==> config.mk <==
export PLATFORM = sky130hd
export DESIGN_NAME = quantized_sine_generator
export DESIGN_NICKNAME = d
export VERILOG_FILES = /design/src/rtl/core/qsg_pkg.sv /design/src/rtl/core/quantized_sine_generator.sv
export SDC_FILE = /design/constraint.sdc
export NUM_CORES = 2
export LEC_CHECK = 0
export BUFFER_PORTS_ARGS = -buffer_cell sky130_fd_sc_hd__buf_4
export CORE_MARGIN = 1.5
export CORE_UTILIZATION = 59
export CTS_CLUSTER_SIZE = 25
export DETAILED_ROUTE_END_ITERATION = 7
export HOLD_SLACK_MARGIN = 0.02
export PLACE_DENSITY = 0.79
export SETUP_SLACK_MARGIN = 0.1
export SYNTH_ARGS = -nofsm -noshare
export SYNTH_HDL_FRONTEND = slang
export SYNTH_SLANG_ARGS = --single-unit
==> constraint.sdc <==
create_clock -name clk_i -period 6.65 [get_ports clk_i]
set_input_delay 0.665 -clock clk_i [delete_from_list [all_inputs] [get_ports clk_i]]
set_output_delay 0.665 -clock clk_i [all_outputs]
set_load 0.05 [all_outputs]
==> src/rtl/core/qsg_pkg.sv <==
// Package with shared constants and the arctangent function of the quantized sine generator.
`timescale 1ns / 1ps
package qsg_pkg;
  localparam int unsigned CfgIdxW = 2;
  localparam logic [CfgIdxW-1:0] RegSampleRate    = 2'd0;
  localparam logic [CfgIdxW-1:0] RegSampleBits    = 2'd1;
  localparam logic [CfgIdxW-1:0] RegToneFrequency = 2'd2;
  localparam logic [CfgIdxW-1:0] RegAmplitude     = 2'd3;
  localparam logic [1:0] Bits8  = 2'd0;
  localparam logic [1:0] Bits16 = 2'd1;
  localparam logic signed [33:0] CordicGain = 34'sd652032874;
  localparam logic signed [31:0] ByteOffset = 32'sd128;
  localparam logic [30:0] Limit8  = 31'd127;
  localparam logic [30:0] Limit16 = 31'd32767;
  localparam logic [30:0] Limit32 = 31'h7FFFFFFF;

  // Arctangent table, 2^32 per turn.
  function automatic logic [31:0] atan_turn(input logic [4:0] k);
    logic [31:0] r;
    begin
      case (k)
        5'd0: r = 32'h20000000;  5'd1: r = 32'h12E4051E;
        5'd2: r = 32'h09FB385B;  5'd3: r = 32'h051111D4;
        5'd4: r = 32'h028B0D43;  5'd5: r = 32'h0145D7E1;
        5'd6: r = 32'h00A2F61E;  5'd7: r = 32'h00517C55;
        5'd8: r = 32'h0028BE53;  5'd9: r = 32'h00145F2F;
        5'd10: r = 32'h000A2F98; 5'd11: r = 32'h000517CC;
        5'd12: r = 32'h00028BE6; 5'd13: r = 32'h000145F3;
        5'd14: r = 32'h0000A2FA; 5'd15: r = 32'h0000517D;
        5'd16: r = 32'h000028BE; 5'd17: r = 32'h0000145F;
        5'd18: r = 32'h00000A30; 5'd19: r = 32'h00000518;
        5'd20: r = 32'h0000028C; 5'd21: r = 32'h00000146;
        5'd22: r = 32'h000000A3; 5'd23: r = 32'h00000051;
        5'd24: r = 32'h00000029; 5'd25: r = 32'h00000014;
        5'd26: r = 32'h0000000A; 5'd27: r = 32'h00000005;
        5'd28: r = 32'h00000003; 5'd29: r = 32'h00000001;
        5'd30: r = 32'h00000001;
        default: r = 32'h00000000;
      endcase
      return r;
    end
  endfunction
endpackage

==> src/rtl/core/quantized_sine_generator.sv <==
// Quantized sine generator top level: phase residue, divider, CORDIC, scaling.
// Sequence from tick to sample: fold the phase and step by the rate, divide into a turn fraction,
// fold the angle into the right half plane, rotate with CORDIC, multiply by the amplitude, then round.
// The serial units take one tick at a time; a new tick is accepted only once its sample is finished.
// A finished sample waits in the output register while the next tick is accepted.
// rst_ni clears control state and restores the register reset values asynchronously.
`timescale 1ns / 1ps
module quantized_sine_generator #(
  parameter int unsigned RATE_BITS    = 18,
  parameter int unsigned CORDIC_STEPS = 24
) (
  input  logic        clk_i,
  input  logic        rst_ni,
  input  logic        s_axis_tvalid,
  output logic        s_axis_tready,
  input  logic [7:0]  s_axis_tdata,   // [0] restart
  output logic        m_axis_tvalid,
  input  logic        m_axis_tready,
  output logic [31:0] m_axis_tdata,   // [31:0] sample_value
  input  logic        cfg_valid_i,
  output logic        cfg_ready_o,
  input  logic [1:0]  cfg_index_i,
  input  logic [31:0] cfg_data_i
);
  localparam int unsigned RB = RATE_BITS;
  localparam int unsigned KW = $clog2(RB + 33);
  localparam int unsigned NW = RB + 32;

  typedef enum logic [3:0] {
    S_IDLE, S_FOLD, S_DIV, S_ROT, S_CORDIC, S_MUL, S_FIN, S_OUT
  } state_e;

  state_e state_q;
  logic [RB-1:0] rate_q, tone_q, phase_q, step_q;
  logic [1:0]    bits_q;
  logic [30:0]   amp_q;
  logic [RB-1:0] fs_q;
  logic [KW-1:0] cnt_q;
  logic [1:0]    pass_q;  // fold pass: 0 phase, 1 step
  logic          restart_q;
  logic [NW-1:0] num_q;   // dividend shifting out MSB first
  logic [RB:0]   rem_q;
  logic [31:0]   quo_q;
  logic [RB-1:0] pfold_q;
  logic signed [33:0] x_q, y_q, z_q;
  logic          flip_q;
  logic [30:0]   a_q;
  logic signed [63:0] acc_q;
  logic [30:0]   mul_q;
  logic [31:0]   out_q;
  logic          oval_q;

  logic [RB-1:0] fs_c;
  logic [30:0]   lim_c;
  logic [30:0]   alim_c;
  logic [RB:0]   rsh_c;
  logic          qbit_c;
  logic [RB:0]   rnx_c;
  logic signed [33:0] dx_c, dy_c;
  logic [31:0]   at_c;
  logic signed [33:0] zt_c, zf_c;
  logic          flip_c;
  logic signed [63:0] pp_c;
  logic signed [63:0] v_c;
  logic [31:0]   clamp_c;

  assign fs_c   = (rate_q == '0) ? RB'(1) : rate_q;
  assign lim_c  = (bits_q == qsg_pkg::Bits8) ? qsg_pkg::Limit8 :
                  (bits_q == qsg_pkg::Bits16) ? qsg_pkg::Limit16 : qsg_pkg::Limit32;
  assign alim_c = (amp_q < lim_c) ? amp_q : lim_c;
  assign rsh_c  = {rem_q[RB-1:0], num_q[NW-1]};
  assign qbit_c = (rsh_c >= {1'b0, fs_q});
  assign rnx_c  = qbit_c ? (rsh_c - {1'b0, fs_q}) : rsh_c;
  assign dx_c   = y_q >>> cnt_q;
  assign dy_c   = x_q >>> cnt_q;
  assign at_c   = qsg_pkg::atan_turn(cnt_q[4:0]);
  assign pp_c   = 64'(y_q) <<< cnt_q;
  assign v_c    = acc_q >>> 30;

  // Fold the angle into the right half plane.
  assign zt_c   = $signed({{2{quo_q[31]}}, quo_q});
  assign flip_c = (zt_c > 34'sh40000000) || (zt_c < -34'sh40000000);
  assign zf_c   = (zt_c > 34'sh40000000) ? (zt_c - 34'sh80000000) :
                  (zt_c < -34'sh40000000) ? (zt_c + 34'sh80000000) : zt_c;

  // Clamp the rounded product to the amplitude.
  assign clamp_c = (v_c > $signed({33'd0, a_q})) ? {1'b0, a_q} :
                   (v_c < -$signed({33'd0, a_q})) ? -{1'b0, a_q} : v_c[31:0];

  assign s_axis_tready = (state_q == S_IDLE) || (state_q == S_OUT);
  assign cfg_ready_o   = 1'b1;
  assign m_axis_tvalid = oval_q;
  assign m_axis_tdata  = out_q;

  // Hold registers, sequence one tick through fold, divide, CORDIC and multiply.
  always_ff @(posedge clk_i or negedge rst_ni) begin
    if (!rst_ni) begin
      state_q <= S_IDLE;
      rate_q <= RB'(8000); bits_q <= 2'd1; tone_q <= RB'(440); amp_q <= 31'd1000;
      phase_q <= '0; step_q <= '0; oval_q <= 1'b0; cnt_q <= '0; pass_q <= '0;
      restart_q <= 1'b0;
    end else begin
      if (cfg_valid_i) begin
        unique case (cfg_index_i)
          qsg_pkg::RegSampleRate:    rate_q <= cfg_data_i[RB-1:0];
          qsg_pkg::RegSampleBits:    bits_q <= cfg_data_i[1:0];
          qsg_pkg::RegToneFrequency: tone_q <= cfg_data_i[RB-1:0];
          qsg_pkg::RegAmplitude:     amp_q  <= cfg_data_i[30:0];
          default: ;
        endcase
      end
      // Drop the output transaction once taken, unless a new sample replaces it.
      if (m_axis_tvalid && m_axis_tready && state_q != S_FIN) oval_q <= 1'b0;
      unique case (state_q) inside
        S_IDLE, S_OUT: begin
          if (s_axis_tvalid && s_axis_tready) begin
            restart_q <= s_axis_tdata[0];
            fs_q   <= fs_c;
            pass_q <= 2'd0;
            // Reduce phase (tone on restart handled in pass 1) by the rate.
            num_q  <= s_axis_tdata[0] ? '0 : {phase_q, 32'd0};
            rem_q  <= '0;
            cnt_q  <= KW'(RB);
            state_q <= S_FOLD;
          end
        end
        S_FOLD: begin
          // Restoring remainder, one bit a cycle.
          if (cnt_q == KW'(1)) begin
            rem_q <= '0;
            if (pass_q == 2'd0) begin
              pass_q <= 2'd1;
              num_q <= {(restart_q ? tone_q : step_q), 32'd0};
              cnt_q <= KW'(RB);
              pfold_q <= rnx_c[RB-1:0];
            end else begin
              step_q <= rnx_c[RB-1:0];
              num_q <= {pfold_q, 32'd0};
              quo_q <= '0; cnt_q <= KW'(NW);
              state_q <= S_DIV;
            end
          end else begin
            num_q <= num_q << 1;
            rem_q <= rnx_c;
            cnt_q <= cnt_q - 1'b1;
          end
        end
        S_DIV: begin
          num_q <= num_q << 1;
          quo_q <= {quo_q[30:0], qbit_c};
          rem_q <= rnx_c;
          if (cnt_q == KW'(1)) state_q <= S_ROT;
          else cnt_q <= cnt_q - 1'b1;
        end
        S_ROT: begin
          z_q <= zf_c;
          flip_q <= flip_c;
          x_q <= qsg_pkg::CordicGain; y_q <= '0; cnt_q <= '0;
          a_q <= alim_c;
          acc_q <= 64'sh20000000; mul_q <= alim_c;
          state_q <= S_CORDIC;
        end
        S_CORDIC: begin
          if (!z_q[33]) begin
            x_q <= x_q - dx_c; y_q <= y_q + dy_c; z_q <= z_q - $signed({2'b0, at_c});
          end else begin
            x_q <= x_q + dx_c; y_q <= y_q - dy_c; z_q <= z_q + $signed({2'b0, at_c});
          end
          if (cnt_q == KW'(CORDIC_STEPS - 1)) begin
            state_q <= S_MUL;
            cnt_q <= '0;
          end else cnt_q <= cnt_q + 1'b1;
        end
        S_MUL: begin
          // Shift-add multiply, one amplitude bit a cycle; subtract for a flipped angle.
          if (mul_q[0]) acc_q <= flip_q ? (acc_q - pp_c) : (acc_q + pp_c);
          mul_q <= mul_q >> 1;
          if (cnt_q == KW'(30)) state_q <= S_FIN;
          else cnt_q <= cnt_q + 1'b1;
        end
        S_FIN: begin
          if (!oval_q || m_axis_tready) begin
            out_q <= (bits_q == qsg_pkg::Bits8) ? (clamp_c + qsg_pkg::ByteOffset) : clamp_c;
            oval_q <= 1'b1;
            phase_q <= ({1'b0, pfold_q} + {1'b0, step_q} >= {1'b0, fs_q}) ?
                       RB'({1'b0, pfold_q} + {1'b0, step_q} - {1'b0, fs_q}) :
                       RB'({1'b0, pfold_q} + {1'b0, step_q});
            state_q <= S_OUT;
          end
        end
        default: state_q <= S_IDLE;
      endcase
    end
  end
endmodule

==> results.txt <==
mux share of post-synthesis cell area = 0.127
crit-path max FO = 6
Max Slew Vio Count = 0
CTS clock-pin slew for the worst setup and hold paths = 70 ps
fin crit share = 0.978
CP Capture Type = register
core area = 77,200 um^2
Static Leak = 21.2 nW
Synth Register Bits = 482
Final ANT Viol Nets = 0
Die W = 282 um
Boundary Pins = 82
Synth Instances = 4,990
Skew-Pair Late Insertion Delay = 660 ps
Synthesized Nets = 5,397
clk buf depth = 3
worst slew pin tran = 1240 ps
CP startpoint kind = register
Compound-Gate Fraction of Synth Area = 0.191
Yosys top cell area share = 0.239
# DRC = 0
dpl hpwl = 103,000 um
Req. time, crit path = 7010 ps
final hold viol count = 0
peak supply drop = 259 uV
FP Rows = 102
1st-iter DRT viols = 5,453
Layout area overhead = 12.0%
Reg2Reg Launch Point = cnt_q[0]
DRT Wirelength = 140,000 um
capture point of the worst reg-to-reg path = acc_q[56]
leading area contributor after synthesis = edfxtp_1
Max Clock Skew = 39.3 ps
Achievable Freq = 154 MHz
Die H = 282 um
GRT overflow = 0
total power = 0.00964 W
Final setup viols = 0
synthesized area = 45,800 um^2
hold depth = 2
most common cell in the netlist = nor2_1
sequential share of the synthesized area = 0.304
pre-CTS worst setup slack = -63.6 ps
fraction of the mapped netlist area in simple logic gates = 0.165
synth warn = 0
layout cell share with drive strength beyond 1 = 0.175
worst hold path class = in2reg
Final GP Congestion = 1.05
vias in the first global route = 38,200
root buffer cell = clkbuf_16
most frequent cells after synthesis = nor2_1 (504), nand2_1 (388), edfxtp_1 (365), a21oi_1 (361), ha_1 (353)
TritonRoute pass-1 iters = 8
PnR worst setup slack = 147 ps
relative slew slack = 0.175
top_reg_cell synth = edfxtp_1
RSZ-0062 raised after global routing = false
fin cells = 6,216
Cell Pwr Density = 188 nW/um^2
combinational share of power = 0.272
largest family of logic cells by synthesized area = compound AO/OA/AOI/OAI gates
Pint = 0.00664 W
die area = 79,300 um^2
status = finished clean
Avg WL per Cell = 22.4 um
Reg2Reg Setup Slack = 150 ps
async set or reset register ratio after synthesis = 0.243
placed insts = 6,074
# port buffers = 72
Tmin final = 6500 ps
Post-Syn Area per Cell = 9.18 um^2
CTS H-tree lvls = 2
Critical Path AT = 6860 ps
synth unique cells = 105
Worst Min Path Start = cfg_data_i[19]
number of max-cap violations = 0
largest cells by area after synthesis = edfxtp_1 (24%), ha_1 (9.6%), mux4_2 (6.0%)
Sw Share = 0.312
fin util = 0.665
number of vias per cell = 6.70
initial cell density of the core = 0.593
initial antenna violation count = 4
largest net degree at the start of global routing = 76
CTS buffer count = 53
filler cell count = 6,187
Post-synth EDFFs = 365
CTS Sinks = 482
Hold Path End = amp_q[19]
adder-cell share of the synthesized area = 0.0995
critical path class = reg2reg
GRT Total Usage = 0.339
xor/xnor cell area share of the yosys netlist = 0.0700
CTS tree = built
setup total negative slack = 0 ps
Vias = 41,700
P_sw = 0.00300 W
first-pass GRT wire length = 213,000 um
Worst R2R Path Depth = 26
nets@finish = 5,532
Flop pwr share = 0.391
Clk pwr share = 0.337
-- final cells by class --
| class | instances | area (um^2) | area share |
|---|---|---|---|
| inverter | 177 | 672 | 0.0131 |
| timing repair buffer | 379 | 3090 | 0.0602 |
| sequential | 482 | 13900 | 0.271 |
| clock buffer | 63 | 1360 | 0.0266 |
| antenna | 6 | 15.0 | 0.000293 |
| multi-input combinational | 4032 | 30400 | 0.593 |
| clock inverter | 37 | 539 | 0.0105 |
| tap | 1040 | 1300 | 0.0254 |
-- what timing repair did --
item | in CTS | in global routing
gates cloned | 0 | 4
pin swaps | 1 | 26
buffers inserted | 2 | 29
hold buffers | 1 | 0
gates resized for setup | 13 | 73
setup endpoints to repair | 19 | 60
endpoints found under the hold margin | 29 | 0
-- sequential cells by signal (all words and copies together) (netlist names), 31 cells and up --
register and count:
a_q 31, acc_q 64, amp_q 31, m_axis_tdata 32, mul_q 31, quo_q 32, x_q 34, y_q 34
z_q 34
-- per-layer routing --
layer  GRT usage  wire [um]  vias to the layer above
met4       0.109       4830                        2
met2       0.504      60200                     2337
met1       0.491      58900                    19900
li1            -          -                    19100
met5           0         12                        -
met3      0.0723      15600                      356
-- power by group through the flow --
stage | combinational, W | clock, W | sequential (W)
2_1_floorplan | 0.00206 | 0 | 0.00375
3_3_place_gp | 0.00245 | 0 | 0.00380
3_5_place_dp | 0.00255 | 0 | 0.00382
4_1_cts | 0.00258 | 0.00329 | 0.00376
5_1_grt | 0.00292 | 0.00340 | 0.00379
6_report | 0.00262 | 0.00325 | 0.00377
-- placed cells by master, fill, tap and decap left out, drive strengths merged, types with 64 or more instances in the layout --
master and instances:
xor2 151, buf 371, xnor2 215, and2 77, nand2 389, nand3 82
nand2b 64, o21ai 255, edfxtp 365, a21oi 361, clkbuf 70, mux4 123
mux2 155, ha 353, nand4 64, a31oi 84, dfrtp 99, a21o 121
mux2i 130, nor3 124, nor2 504, inv 177
-- worst max-delay path, stage by stage, from the launching register on --
cell,delay (ps)
dfrtp_4,550
clkbuf_2,200
buf_4,170
and2_1,230
a222oi_1,340
buf_4,200
nand2_1,70
mux4_2,570
a2111oi_4,380
nand4_2,180
and2b_2,290
and3b_1,190
nor2_1,50
xor2_1,180
ha_1,380
and3_1,200
and2_1,220
nand3_1,150
nor2_1,270
a2111oi_4,100
buf_4,160
a21oi_1,250
nor2_2,100
o31ai_1,410
a31oi_1,150
xor2_1,160
nor2_1,60
-- stage by stage --
| step | instance area [um^2] | hold WS (ps) |
|---|---|---|
| 3_5_place_dp | 48700 | 465 |
| 4_1_cts | 50700 | 231 |
| 5_1_grt | 51300 | 242 |
| 6_report | 51300 | 252 |
| 3_3_place_gp | 48700 | 443 |
| 2_1_floorplan | 45900 | 369 |
-- how the worst max path moves through the flow --
stage             start                to  slack [ps]
2_1_floorplan    a_q[3]  m_axis_tdata[31]          80
3_3_place_gp   cnt_q[1]         acc_q[48]         -30
3_5_place_dp   cnt_q[1]         acc_q[48]         -60
4_1_cts          a_q[4]  m_axis_tdata[26]         110
5_1_grt        cnt_q[0]         acc_q[55]          50
6_report       cnt_q[0]         acc_q[56]         150
-- cells by family (layout without fill, tap and decap cells) --
| family | after synthesis | in the layout |
|---|---|---|
| and+or+nand+nor | 1572 | 1572 |
| AOI/OAI and AO/OA | 1325 | 1325 |
| DFF | 482 | 482 |
| buffers and inverters | 476 | 656 |
| muxes | 408 | 408 |
| xor gates and xnor gates | 366 | 366 |
| adders and majority gates | 360 | 360 |
| other | 1 | 7 |
Power figures use the tool's default switching activity.
